==> config.mk <==
export PLATFORM = sky130hd
export DESIGN_NAME = x86_16bit_mov_decoder_flat
export DESIGN_NICKNAME = d
export VERILOG_FILES = /design/src/rtl/mdec_pkg.sv /design/src/rtl/mdec_code_if.sv /design/src/rtl/mdec_result_if.sv /design/src/rtl/mdec_front.sv /design/src/rtl/mdec_queue.sv /design/src/rtl/mdec_back.sv /design/src/rtl/x86_16bit_mov_decoder.sv /design/src/flat_wrapper.sv
export SDC_FILE = /design/constraint.sdc
export NUM_CORES = 1
export LEC_CHECK = 0
export ABC_AREA = 1
export BUFFER_PORTS_ARGS = -buffer_cell sky130_fd_sc_hd__buf_2
export CAP_MARGIN = 20
export CORE_ASPECT_RATIO = 0.75
export CORE_UTILIZATION = 30
export DETAILED_ROUTE_END_ITERATION = 8
export GPL_ROUTABILITY_DRIVEN = 0
export GPL_TIMING_DRIVEN = 0
export PLACE_DENSITY_LB_ADDON = 0.3
export SYNTH_ARGS = -nofsm -noshare
export SYNTH_HDL_FRONTEND = slang
export SYNTH_SLANG_ARGS = --single-unit
export TNS_END_PERCENT = 30
==> constraint.sdc <==
create_clock -name clk -period 4.3 [get_ports clk]
set_input_delay 0.43 -clock clk [delete_from_list [all_inputs] [get_ports clk]]
set_output_delay 0.43 -clock clk [all_outputs]
set_load 0.01 [all_outputs]
==> src/rtl/mdec_pkg.sv <==
// ----------------------------------------------------------------------------
// mdec_pkg
// Types, kind codes and decode helpers shared by the MOV decoder files.
// ----------------------------------------------------------------------------
`default_nettype none

package mdec_pkg;

	typedef enum logic [2:0] {
		KIND_REGMEM  = 3'd0,
		KIND_IMM_RM  = 3'd1,
		KIND_IMM_REG = 3'd2,
		KIND_ACC     = 3'd3,
		KIND_UNSUP   = 3'd4,
		KIND_TRUNC   = 3'd5,
		KIND_SKIP    = 3'd6
	} kind_t;

	localparam logic [3:0] OP_GRP_REGMEM = 4'b1000;
	localparam logic [3:0] OP_GRP_IMM_RM = 4'b1100;
	localparam logic [3:0] OP_GRP_IMM_REG = 4'b1011;
	localparam logic [5:0] OP_ACC = 6'b101000;
	localparam logic [2:0] RM_DIRECT = 3'b110;
	localparam logic [2:0] OP_IMM_RM_SUB = 3'b011;
	localparam logic [1:0] OP_REGMEM_SUB = 2'b10;
	localparam logic [1:0] MOD_NO_DISP = 2'd0;
	localparam logic [1:0] MOD_DISP8 = 2'd1;
	localparam logic [1:0] MOD_DISP16 = 2'd2;

	typedef struct packed {
		logic [7:0] code_byte;
		logic       stream_end;
	} code_item_t;

	typedef struct packed {
		logic [2:0]  kind;
		logic        to_register;
		logic        wide;
		logic [1:0]  mode;
		logic [2:0]  reg_field;
		logic [2:0]  rm_field;
		logic        direct_address;
		logic [15:0] displacement;
		logic [15:0] immediate;
	} result_item_t;

	// raw instruction record handed from front to back
	typedef struct packed {
		kind_t       kind;
		logic [7:0]  opcode;
		logic [7:0]  modrm;
		logic [15:0] disp;
		logic [15:0] imm;
	} instr_rec_t;

	function automatic kind_t classify(input logic [7:0] op);
		kind_t k;
		k = KIND_SKIP;
		if (op[7:4] == OP_GRP_REGMEM) begin
			k = (op[3:2] == OP_REGMEM_SUB) ? KIND_REGMEM : KIND_UNSUP;
		end else if (op[7:4] == OP_GRP_IMM_RM) begin
			k = (op[3:1] == OP_IMM_RM_SUB) ? KIND_IMM_RM : KIND_UNSUP;
		end else if (op[7:4] == OP_GRP_IMM_REG) begin
			k = KIND_IMM_REG;
		end else if (op[7:2] == OP_ACC) begin
			k = KIND_ACC;
		end
		return k;
	endfunction

	function automatic logic [1:0] disp_len(input logic [7:0] modrm);
		logic [1:0] n;
		case (modrm[7:6])
			MOD_NO_DISP: n = (modrm[2:0] == RM_DIRECT) ? 2'd2 : 2'd0;
			MOD_DISP8:   n = 2'd1;
			MOD_DISP16:  n = 2'd2;
			default:     n = 2'd0;
		endcase
		return n;
	endfunction

endpackage

`default_nettype wire

==> src/rtl/mdec_code_if.sv <==
// ----------------------------------------------------------------------------
// mdec_code_if
// Byte channel into the decoder: valid/ready with one code byte per transfer.
// ----------------------------------------------------------------------------
`default_nettype none

interface mdec_code_if;
	import mdec_pkg::*;

	logic       valid;
	logic       ready;
	code_item_t data;

	modport source (output valid, output data, input ready);
	modport sink (input valid, input data, output ready);
endinterface

`default_nettype wire

==> src/rtl/mdec_result_if.sv <==
// ----------------------------------------------------------------------------
// mdec_result_if
// Result channel out of the decoder: valid/ready with one decoded MOV.
// ----------------------------------------------------------------------------
`default_nettype none

interface mdec_result_if;
	import mdec_pkg::*;

	logic         valid;
	logic         ready;
	result_item_t data;

	modport source (output valid, output data, input ready);
	modport sink (input valid, input data, output ready);
endinterface

`default_nettype wire

==> src/rtl/mdec_front.sv <==
// ----------------------------------------------------------------------------
// mdec_front
// Byte-level phase tracker: classifies opcodes, captures ModR/M, displacement
// and immediate bytes, and pushes one raw record per finished instruction, unsupported opcode or truncated stream.
// ----------------------------------------------------------------------------
`default_nettype none

module mdec_front (
	input  wire logic                   clk,
	input  wire logic                   arst_n,
	mdec_code_if.sink                   code,
	input  wire logic                   queue_full,
	output logic                        push,
	output mdec_pkg::instr_rec_t        push_rec
);
	import mdec_pkg::*;

	logic [2:0]  rem_q;
	logic [7:0]  op_q;
	logic [7:0]  modrm_q;
	logic [2:0]  pos_q;
	logic [15:0] disp_q;
	logic [15:0] imm_q;

	logic [2:0]  rem_n;
	logic [7:0]  op_n;
	logic [7:0]  modrm_n;
	logic [2:0]  pos_n;
	logic [15:0] disp_n;
	logic [15:0] imm_n;

	logic        accept;
	logic        emit;
	instr_rec_t  rec;

	assign code.ready = !queue_full;
	assign accept = code.valid && code.ready;

	always_comb begin
		kind_t      k;
		logic       has_modrm;
		logic [1:0] dl;
		logic [1:0] imm_len;
		logic [2:0] idx;
		logic [7:0] b;
		logic       last;

		b = code.data.code_byte;
		last = code.data.stream_end;
		rem_n = rem_q;
		op_n = op_q;
		modrm_n = modrm_q;
		pos_n = pos_q;
		disp_n = disp_q;
		imm_n = imm_q;
		emit = 1'b0;
		rec = '0;
		k = classify(op_q);
		has_modrm = (k == KIND_REGMEM) || (k == KIND_IMM_RM);
		dl = 2'd0;
		imm_len = 2'd0;
		idx = 3'd0;

		if (rem_q == 3'd0) begin
			k = classify(b);
			case (k)
				KIND_SKIP: begin
				end
				KIND_UNSUP: begin
					emit = 1'b1;
					rec.kind = KIND_UNSUP;
				end
				default: begin
					op_n = b;
					modrm_n = '0;
					disp_n = '0;
					imm_n = '0;
					pos_n = 3'd1;
					case (k)
						KIND_REGMEM, KIND_IMM_RM: rem_n = 3'd1;
						KIND_IMM_REG:             rem_n = b[3] ? 3'd2 : 3'd1;
						default:                  rem_n = 3'd2;
					endcase
					if (last) begin
						emit = 1'b1;
						rec.kind = KIND_TRUNC;
					end
				end
			endcase
		end else begin
			if (has_modrm && pos_q == 3'd1) begin
				imm_len = (k == KIND_IMM_RM) ? (op_q[0] ? 2'd2 : 2'd1) : 2'd0;
				modrm_n = b;
				rem_n = 3'(disp_len(b)) + 3'(imm_len);
			end else begin
				dl = has_modrm ? disp_len(modrm_q) : ((k == KIND_ACC) ? 2'd2 : 2'd0);
				idx = pos_q - (has_modrm ? 3'd2 : 3'd1);
				if (idx < 3'(dl)) begin
					if (idx == 3'd0) begin
						disp_n[7:0] = b;
					end else begin
						disp_n[15:8] = b;
					end
				end else if (idx == 3'(dl)) begin
					imm_n[7:0] = b;
				end else begin
					imm_n[15:8] = b;
				end
				rem_n = rem_q - 3'd1;
			end
			pos_n = pos_q + 3'd1;
			if (rem_n == 3'd0) begin
				emit = 1'b1;
				rec.kind = k;
				rec.opcode = op_q;
				rec.modrm = modrm_n;
				rec.disp = disp_n;
				rec.imm = imm_n;
			end else if (last) begin
				emit = 1'b1;
				rec.kind = KIND_TRUNC;
			end
		end

		// any emitted record returns the decoder to its opcode phase
		if (emit) begin
			rem_n = '0;
			op_n = '0;
			modrm_n = '0;
			pos_n = '0;
			disp_n = '0;
			imm_n = '0;
		end
	end

	assign push = accept && emit;
	assign push_rec = rec;

	always_ff @(posedge clk or negedge arst_n) begin
		if (!arst_n) begin
			rem_q <= '0;
			op_q <= '0;
			modrm_q <= '0;
			pos_q <= '0;
			disp_q <= '0;
			imm_q <= '0;
		end else if (accept) begin
			rem_q <= rem_n;
			op_q <= op_n;
			modrm_q <= modrm_n;
			pos_q <= pos_n;
			disp_q <= disp_n;
			imm_q <= imm_n;
		end
	end

	// stream end always leaves the decoder waiting for an opcode
	a_end_clears: assert property (@(posedge clk) disable iff (!arst_n)
		accept && code.data.stream_end |=> rem_q == 3'd0)
		else $error("stream end did not clear decode phase");

	// no instruction needs more than four further bytes
	a_rem_range: assert property (@(posedge clk) disable iff (!arst_n)
		rem_q <= 3'd4)
		else $error("bytes remaining out of range");

	// a truncated record only comes from a byte marked as stream end
	a_trunc_end: assert property (@(posedge clk) disable iff (!arst_n)
		push && push_rec.kind == KIND_TRUNC |-> code.data.stream_end)
		else $error("truncated record without stream end");

endmodule

`default_nettype wire

==> src/rtl/mdec_queue.sv <==
// ----------------------------------------------------------------------------
// mdec_queue
// Small FIFO of raw instruction records between the front and back parts.
// ----------------------------------------------------------------------------
`default_nettype none

module mdec_queue #(
	parameter int DEPTH = 2
) (
	input  wire logic                   clk,
	input  wire logic                   arst_n,
	input  wire logic                   push,
	input  wire mdec_pkg::instr_rec_t   push_rec,
	input  wire logic                   pop,
	output logic                        full,
	output logic                        empty,
	output mdec_pkg::instr_rec_t        head
);
	import mdec_pkg::*;

	localparam int PTR_W = (DEPTH > 1) ? $clog2(DEPTH) : 1;
	localparam int CNT_W = $clog2(DEPTH + 1);

	instr_rec_t       entries_q [DEPTH];
	logic [PTR_W-1:0] wr_ptr_q;
	logic [PTR_W-1:0] rd_ptr_q;
	logic [CNT_W-1:0] count_q;

	logic do_push;
	logic do_pop;

	assign full = (count_q == CNT_W'(DEPTH));
	assign empty = (count_q == '0);
	assign do_push = push && !full;
	assign do_pop = pop && !empty;
	assign head = entries_q[rd_ptr_q];

	always_ff @(posedge clk) begin
		if (do_push) begin
			entries_q[wr_ptr_q] <= push_rec;
		end
	end

	always_ff @(posedge clk or negedge arst_n) begin
		if (!arst_n) begin
			wr_ptr_q <= '0;
			rd_ptr_q <= '0;
			count_q <= '0;
		end else begin
			if (do_push) begin
				wr_ptr_q <= (wr_ptr_q == PTR_W'(DEPTH - 1)) ? '0 : wr_ptr_q + 1'b1;
			end
			if (do_pop) begin
				rd_ptr_q <= (rd_ptr_q == PTR_W'(DEPTH - 1)) ? '0 : rd_ptr_q + 1'b1;
			end
			case ({do_push, do_pop})
				2'b10:   count_q <= count_q + 1'b1;
				2'b01:   count_q <= count_q - 1'b1;
				default: count_q <= count_q;
			endcase
		end
	end

	a_no_overflow: assert property (@(posedge clk) disable iff (!arst_n)
		push |-> !full)
		else $error("record pushed into full queue");

	a_count_range: assert property (@(posedge clk) disable iff (!arst_n)
		count_q <= CNT_W'(DEPTH))
		else $error("queue count out of range");

	// pointers agree whenever the queue is empty
	a_ptr_empty: assert property (@(posedge clk) disable iff (!arst_n)
		empty |-> wr_ptr_q == rd_ptr_q)
		else $error("queue pointers disagree while empty");

endmodule

`default_nettype wire

==> src/rtl/mdec_back.sv <==
// ----------------------------------------------------------------------------
// mdec_back
// Turns raw records into decoded result fields and holds them in the output
// register until the sink takes the transfer.
// ----------------------------------------------------------------------------
`default_nettype none

module mdec_back (
	input  wire logic                   clk,
	input  wire logic                   arst_n,
	input  wire logic                   empty,
	input  wire mdec_pkg::instr_rec_t   head,
	output logic                        pop,
	mdec_result_if.source               result
);
	import mdec_pkg::*;

	logic         valid_q;
	result_item_t out_q;
	result_item_t fmt;

	always_comb begin
		logic [15:0] d;
		fmt = '0;
		fmt.kind = head.kind;
		d = head.disp;
		case (head.kind)
			KIND_REGMEM, KIND_IMM_RM: begin
				if (disp_len(head.modrm) == 2'd1) begin
					d = {{8{head.disp[7]}}, head.disp[7:0]};
				end
				fmt.to_register = (head.kind == KIND_REGMEM) ? head.opcode[1] : 1'b0;
				fmt.wide = head.opcode[0];
				fmt.mode = head.modrm[7:6];
				fmt.reg_field = (head.kind == KIND_REGMEM) ? head.modrm[5:3] : 3'd0;
				fmt.rm_field = head.modrm[2:0];
				fmt.direct_address = (head.modrm[7:6] == MOD_NO_DISP) &&
					(head.modrm[2:0] == RM_DIRECT);
				fmt.displacement = d;
				fmt.immediate = (head.kind == KIND_IMM_RM) ? head.imm : 16'd0;
			end
			KIND_IMM_REG: begin
				fmt.wide = head.opcode[3];
				fmt.reg_field = head.opcode[2:0];
				fmt.immediate = head.imm;
			end
			KIND_ACC: begin
				fmt.to_register = head.opcode[1];
				fmt.wide = head.opcode[0];
				fmt.displacement = head.disp;
			end
			default: begin
			end
		endcase
	end

	// refill the output register when it is free or being taken
	assign pop = !empty && (!valid_q || result.ready);
	assign result.valid = valid_q;
	assign result.data = out_q;

	always_ff @(posedge clk or negedge arst_n) begin
		if (!arst_n) begin
			valid_q <= 1'b0;
		end else if (!valid_q || result.ready) begin
			valid_q <= !empty;
		end
	end

	always_ff @(posedge clk) begin
		if (pop) begin
			out_q <= fmt;
		end
	end

endmodule

`default_nettype wire

==> src/rtl/x86_16bit_mov_decoder.sv <==
// a finished instruction's record is written into the record queue, then into the back's output register
// throughput: one code byte per cycle while the record queue is not full, at most one result per byte
// code.ready drops only while the record queue between front and back is full
// reset clears the decode phase and all held fields, the queue and the output valid
// ----------------------------------------------------------------------------
// x86_16bit_mov_decoder
// 8086 MOV decoder: front tracks the byte stream, back formats decoded fields.
// ----------------------------------------------------------------------------
`default_nettype none

module x86_16bit_mov_decoder #(
	parameter int QUEUE_DEPTH = 2
) (
	input  wire logic     clk,
	input  wire logic     arst_n,
	mdec_code_if.sink     code,
	mdec_result_if.source result
);
	import mdec_pkg::*;

	logic       push;
	logic       pop;
	logic       full;
	logic       empty;
	instr_rec_t push_rec;
	instr_rec_t head;

	mdec_front u_front (
		.clk        (clk),
		.arst_n     (arst_n),
		.code       (code),
		.queue_full (full),
		.push       (push),
		.push_rec   (push_rec)
	);

	mdec_queue #(
		.DEPTH (QUEUE_DEPTH)
	) u_queue (
		.clk      (clk),
		.arst_n   (arst_n),
		.push     (push),
		.push_rec (push_rec),
		.pop      (pop),
		.full     (full),
		.empty    (empty),
		.head     (head)
	);

	mdec_back u_back (
		.clk    (clk),
		.arst_n (arst_n),
		.empty  (empty),
		.head   (head),
		.pop    (pop),
		.result (result)
	);

endmodule

`default_nettype wire
==> src/flat_wrapper.sv <==
// flat-port wrapper written by rule: the top's interface ports become plain ports
module x86_16bit_mov_decoder_flat import mdec_pkg::*;
#(
	parameter int QUEUE_DEPTH = 2
)
  (clk, arst_n, code_valid, code_data, code_ready, result_valid, result_data, result_ready);
  mdec_code_if code_i ();
  mdec_result_if result_i ();
  input  wire logic clk;
  input  wire logic arst_n;
  input wire logic [$bits(code_i.valid)-1:0] code_valid;
  input wire logic [$bits(code_i.data)-1:0] code_data;
  output wire logic [$bits(code_i.ready)-1:0] code_ready;
  output wire logic [$bits(result_i.valid)-1:0] result_valid;
  output wire logic [$bits(result_i.data)-1:0] result_data;
  input wire logic [$bits(result_i.ready)-1:0] result_ready;
  assign code_i.valid = code_valid;
  assign code_i.data = code_data;
  assign code_ready = code_i.ready;
  assign result_valid = result_i.valid;
  assign result_data = result_i.data;
  assign result_i.ready = result_ready;
  x86_16bit_mov_decoder #(.QUEUE_DEPTH(QUEUE_DEPTH)) u_core (.clk(clk), .arst_n(arst_n), .code(code_i), .result(result_i));
endmodule
# Word level (Yosys, flattened, before mapping)
# Memories as Yosys holds them, arrays and structs flattened.
# Cells that the tools add are included.
# word_totals
reg_bits,105
mem_bits_rw,102
in_bits,13
output_inout_bits,48
elab_cells,180
mem_count,1
# op_classes
addsub,8
order_cmp,1
eq_ne,38
mux,83
reduce_logical,30
# memory_table
name,words,width,rd,rd_ports_with_merged_regs,wr,line,text
u_core.u_queue.entries_q,2,51,1,0,1,mdec_queue.sv:24,instr_rec_t entries_q [DEPTH];
# op_table
operator,count
$mux W16,11
$mux W48,2
$mux W8,11
$mux W3,25
$pmux W16 S2,2
$mux W2,14
$eq A4 B4 Y1 const B,6
$eq A3 B2 Y1 const B,6
$logic_not A3 Y1,6
$pmux W2 S3,3
$eq A3 B3 Y1 const B,5
$eq A2 B2 Y1 const B,7
$eq A3 B1 Y1 const B,4
$eq A6 B6 Y1 const B,2
$pmux W3 S2,2
$eq A2 B1 Y1 const B,5
$logic_not A2 Y1,4
$mux W1,8
$pmux W2 S2,2
$logic_and A1 B1 Y1,7
$pmux W1 S2,3
$reduce_or A2 Y1,3
$reduce_bool A2 Y1,2
$add A2 B2 Y3,1
other kinds (15),19

# Depth between registers and ports, before layout
# depth
depth_word,20
mapped_depth,19
ltp_nobuf,19

# Hierarchy
# A second synthesis with hierarchy kept.
# hier_totals
cells_unflattened,1218
hier_area_um2,10580.1
# modules_own_cells
mod,n_inst,cells_per_inst,area_per_inst_um2,seq_area_each_um2
mdec_front,1,739,4613.2,1351.3
mdec_queue,1,299,3988.8,3163.0
mdec_back,1,180,1978.1,1406.3

# Least setup slack after synthesis
# No wires, ideal clock.
# synth_path
kind,reg-to-reg
startpoint,reg u_core.u_front.op_q[4]
endpoint,"mem u_core.u_queue.entries_q[1][0] in the netlist's numbering, enable pin"
setup_ns,0.453
arrival_ns,3.967
t_required_ns,3.847
slack_ns,-0.120
stages_incl_launch_ff,17
n_path_buf,0
synth_period_minus_slack_ns,4.420
cell_sequence,dfrtp_1 inv_1 nand2_1 nor2_1 nand2_1 nor2_1 ha_1 fa_1 inv_1 nand2_1 nand2_1 nand3_2 nand2_1 nand2_4 nand2_2 nand2_1 nor2_1
# synth_via
elab_chain_cells,17
elab_cells_between_ends,23
classes_between,1 x add/sub; 5 x eq/ne; 11 x mux; 6 x reduce/logical
# synth_rtl
item,line,text
start: declaration,mdec_front.sv:19,logic [7:0] op_q;
start signal: assignment,mdec_front.sv:149,op_q <= op_n;
$eq A6 B6 Y1,mdec_pkg.sv:65,end else if (op[7:2] == OP_ACC) begin
$mux W3,mdec_pkg.sv:65,
$mux W3,mdec_pkg.sv:63,end else if (op[7:4] == OP_GRP_IMM_REG) begin
$mux W3,mdec_pkg.sv:61,end else if (op[7:4] == OP_GRP_IMM_RM) begin
$mux W3 (*),mdec_pkg.sv:59,if (op[7:4] == OP_GRP_REGMEM) begin
$eq A3 B1 Y1 / $logic_not A3 Y1 (equally long branches),"mdec_front.sv:59, mdec_front.sv:92",
$mux W2 / $logic_or A1 B1 Y1 (equally long branches),"mdec_front.sv:92, mdec_front.sv:59",
$add A2 B2 Y3 / $logic_and A1 B1 Y1 (equally long branches),"mdec_front.sv:94, mdec_front.sv:91",
$mux W3 (*),mdec_front.sv:91,if (has_modrm && pos_q == 3'd1) begin
$mux W3 (*),mdec_front.sv:64,if (rem_q == 3'd0) begin
$logic_not A3 Y1 (*),mdec_front.sv:112,if (rem_n == 3'd0) begin
$mux W1 (*),mdec_front.sv:112,
$mux W1 (*),mdec_front.sv:64,
$logic_and A1 B1 Y1 (*),mdec_front.sv:136,assign push = accept && emit;
$logic_and A1 B1 Y1 (*),mdec_queue.sv:34,assign do_push = push && !full;
$mux W1 (*),mdec_queue.sv:39,if (do_push) begin
$mux W1 (not written as such) (*),mdec_queue.sv:40,entries_q[wr_ptr_q] <= push_rec;
end: declaration,mdec_queue.sv:24,
# Every way passes the cells marked *; elsewhere a longest branch is shown, timed or not. The select of a mux whose other input is x is not followed.

==> results_dict.tcl <==
set metrics [dict create \
    status "finished, final reports clean" \
    numCtsBuffers 17 \
    dieArea_um2 32700 \
    synth_seq_area_share_pct 59.1 \
    hold_buffers 0 \
    worstSetupStartpointType "flop" \
    ff2ff_setup_slack_ns 0.24 \
    drt_iter0_drc 608 \
    hold_viol 0 \
    port_buffers 60 \
    critPathRequiredTime_ns 4.56 \
    crit_path_frequent_cell "nand2_1" \
    tightest_slew_ns 0.895 \
    core_region_area_um2 31400 \
    start_util_pct 30.6 \
    area_delta_synth_final_pct 15.4 \
    synth.distinct_cells 40 \
    max-slew-margin-rel_pct 40.1 \
    pin_count 61 \
    fin_nets 1118 \
    yosys_warnings 0 \
    final_common_cell "nand2_1" \
    wl_per_cell_um 16.5 \
    worstPathArrival_ns 4.32 \
    grt_overflow 0 \
    routed_wl_um 25000 \
    fin_tns_setup_ns 0 \
    grt_pass1_vias 6934 \
    ir_worst_vdd_uv 372 \
    async_reset_ff_share_pct 29.6 \
    routed_via_density 4.82 \
    cp.buffers_inverters 3 \
    mappedNetlistNets 1036 \
    cp.depth 17 \
    timing.final.max_slew_violations 0 \
    synth_seq_cells 199 \
    clk_latency_ns 0.44 \
    period_needed_ns 4.06 \
    die_h_um 157 \
    seqCellArea_um2 5680 \
    drive_above_1_share_pct 12.6 \
    r2r-end "u_core.u_queue.entries_q[1][22]$_DFFE_PP_" \
    clkSlewWorstSetupHoldPaths_ns 0.08 \
    crit_slowest_cell "fa_1" \
    power_frac_comb_pct 44.3 \
    die_x_um 209 \
    antenna_found_initial 2 \
    skew_ns 0.00980 \
    multiInputGateArea_um2 3500 \
    path_class "reg2reg" \
    netlist_instances 1012 \
    p_switching_uw 3560 \
    p_leak_uw 0.00481 \
    firstDrtPassIters 5 \
    p_int_uw 4610 \
    dp_cells 1481 \
    synth-edff-count 140 \
    stdcell_count 1515 \
    p_per_area_nw_per_um2 737 \
    fin_crit_sh_pct 94.5 \
    grt_pass1_wl_um 39300 \
    setup_viol 0 \
    avgSynthCellArea_um2 9.49 \
    switching_share_pct 43.6 \
    h-tree-depth 4 \
    path_cells "nand2_1 > nor2_1 > nand2_1 > nand3_2 > nand3_4 > ha_1 > fa_1 > inv_1 > ha_1 > a21oi_1 > nand2_1 > inv_1 > clkbuf_1 > o21ai_0 > a21oi_1 > nand2_1 > nor2_1" \
    fillCellCount 3173 \
    synth-main-ff-cell "edfxtp_1" \
    final_cell_mix "266 x nand2_1, 150 x nor2_1, 140 x edfxtp_1" \
    placementRows 56 \
    rr_worst_depth 17 \
    cts_buffer_depth 2 \
    grt_max_degree 60 \
    vias 7295 \
    worst-path-max-fanout 10 \
    cts_tree "yes" \
    hold_ws_ns 0.0768 \
    timing.critical_path.to_type "flop" \
    drv_cap 0 \
    root_buffer "clkbuf_16" \
    rsz0062_at_grt "yes" \
    cts_sinks 199 \
    dpl_worst_slack_ns 0.382 \
    cp_top_family "simple AND/OR/NAND/NOR gates" \
    p_clk_share_pct 19.3 \
    fin_util_pct 35.3 \
    cpPeakStageDelay_ns 0.52 \
    drc 0 \
    ys_top_cells_by_area "edfxtp_1 44%, dfrtp_1 15%, nand2_1 10%" \
    setup_slack_ns 0.236 \
    globalRouteTotalUtil_pct 15.7 \
    hpwl_um 17900 \
    rr_startpoint "u_core.u_front.op_q[2]$_DFFE_PN0P_" \
    syn-cell-area_um2 9610 \
    timing.fmax_mhz 246 \
    yosysTopAreaCellShare_pct 43.8 \
    p_seq_share_pct 36.4 \
    ant_nets 0 \
    yosys.area.top_type "edfxtp_1" \
    hold_class "in2async" \
]
[per-stage QoR]
stage,area [µm²],power (µW)
6_report,11100,8170
5_1_grt,11100,8780
4_1_cts,11100,8190
3_5_place_dp,10500,6610
3_3_place_gp,10400,6530
2_1_floorplan,9610,5410
[routing by layer]
metal | up-vias | part of all wire (%) | wire length, µm | GRT usage, %
met5 | - | 0.056 | 14 | 0
met4 | 2 | 0.86 | 216 | 3.40
met3 | 16 | 8.0 | 2010 | 3.97
met2 | 256 | 43 | 10700 | 23.4
met1 | 3423 | 48 | 12000 | 22.7
li1 | 3598 | - | - | -
[timing repair]
| item | CTS | global route |
|---|---|---|
| resized for setup | 0 | 2 |
| buffers inserted | 0 | 0 |
| hold endpoints to repair | 0 | 0 |
| endpoints found under the setup margin | 0 | 4 |
[how the worst max path moves through the flow]
stage               slack, ns                          startpoint                                        end
global placement        -1.78                        code_data[7]   u_core.u_queue.entries_q[0][6]$_DFFE_PP_
finish                   0.24  u_core.u_front.op_q[2]$_DFFE_PN0P_  u_core.u_queue.entries_q[1][22]$_DFFE_PP_
global route            -0.01  u_core.u_front.op_q[2]$_DFFE_PN0P_  u_core.u_queue.entries_q[0][22]$_DFFE_PP_
CTS                      0.33  u_core.u_front.op_q[2]$_DFFE_PN0P_  u_core.u_queue.entries_q[0][21]$_DFFE_PP_
detailed placement       0.38  u_core.u_front.op_q[2]$_DFFE_PN0P_  u_core.u_queue.entries_q[0][21]$_DFFE_PP_
floorplan               -0.10  u_core.u_front.op_q[4]$_DFFE_PN0P_   u_core.u_queue.entries_q[0][0]$_DFFE_PP_
[power groups by stage]
stage,sequential [µW],combinational (µW),clock (µW)
global route,3040,4040,1690
global placement,3050,3490,0
CTS,2980,3600,1610
finish,2980,3620,1580
detailed placement,3020,3590,0
floorplan,3120,2290,0
[worst register-to-register path: stages, from the launching register on]
cell      delay, ns
dfrtp_1        0.44
nand2_1        0.08
nor2_1         0.10
nand2_1        0.13
nand3_2        0.16
nand3_4        0.12
ha_1           0.24
fa_1           0.52
inv_1          0.05
ha_1           0.31
a21oi_1        0.16
nand2_1        0.19
inv_1          0.21
clkbuf_1       0.39
o21ai_0        0.14
a21oi_1        0.36
nand2_1        0.09
nor2_1         0.20
[cells in the mapped netlist (2+ instances only)]
library cell and number:
nand2_1 266, nor2_1 152, edfxtp_1 140, o21ai_0 65, dfrtp_1 59, a21oi_1 49, inv_1 46, nand4_1 43
clkbuf_1 33, mux2i_1 30, nor3_1 22, nand3_1 20, buf_1 9, buf_2 9, ha_1 9, inv_2 8
o21a_1 6, or2_2 6, a31oi_1 4, xnor2_1 4, buf_6 3, nand3_2 3, buf_4 2, fa_1 2
nand2_4 2, nand4_4 2, o211ai_2 2, o21ai_1 2, o31ai_1 2, xor2_1 2
[final cells by class]
type                       instances  share of cell area (%)
antenna                            2                  0.0451
buffer                            56                    2.28
clock buffer                      17                    3.84
clock inverter                    15                    1.37
inverter                          54                    1.83
multi-input combinational        703                    31.5
sequential                       199                    51.2
tap                              406                    4.58
timing repair buffer              63                    3.27
[sequential cells by signal, summed over array words and instances (netlist names)]
register,count
u_core.u_back.result.data,46
u_core.u_front.disp_q,16
u_core.u_front.modrm_q,8
u_core.u_queue.rd_ptr_q,1
u_core.u_front.pos_q,3
u_core.u_front.imm_q,16
u_core.u_queue.wr_ptr_q,1
u_core.u_front.op_q,8
u_core.u_queue.entries_q,94
u_core.u_front.rem_q,3
u_core.u_back.result.valid,1
u_core.u_queue.count_q,2
[cell families after synthesis]
kind of cell	synth area share, %
buffers and inverters	4.73
and+or+nand+nor	23.3
AOI/OAI and AO/OA	7.54
xor gates and xnor gates	0.547
adders and majority gates	1.59
DFF	59.1
muxes	3.13
Note: power is estimated with default switching activity, not from simulation.
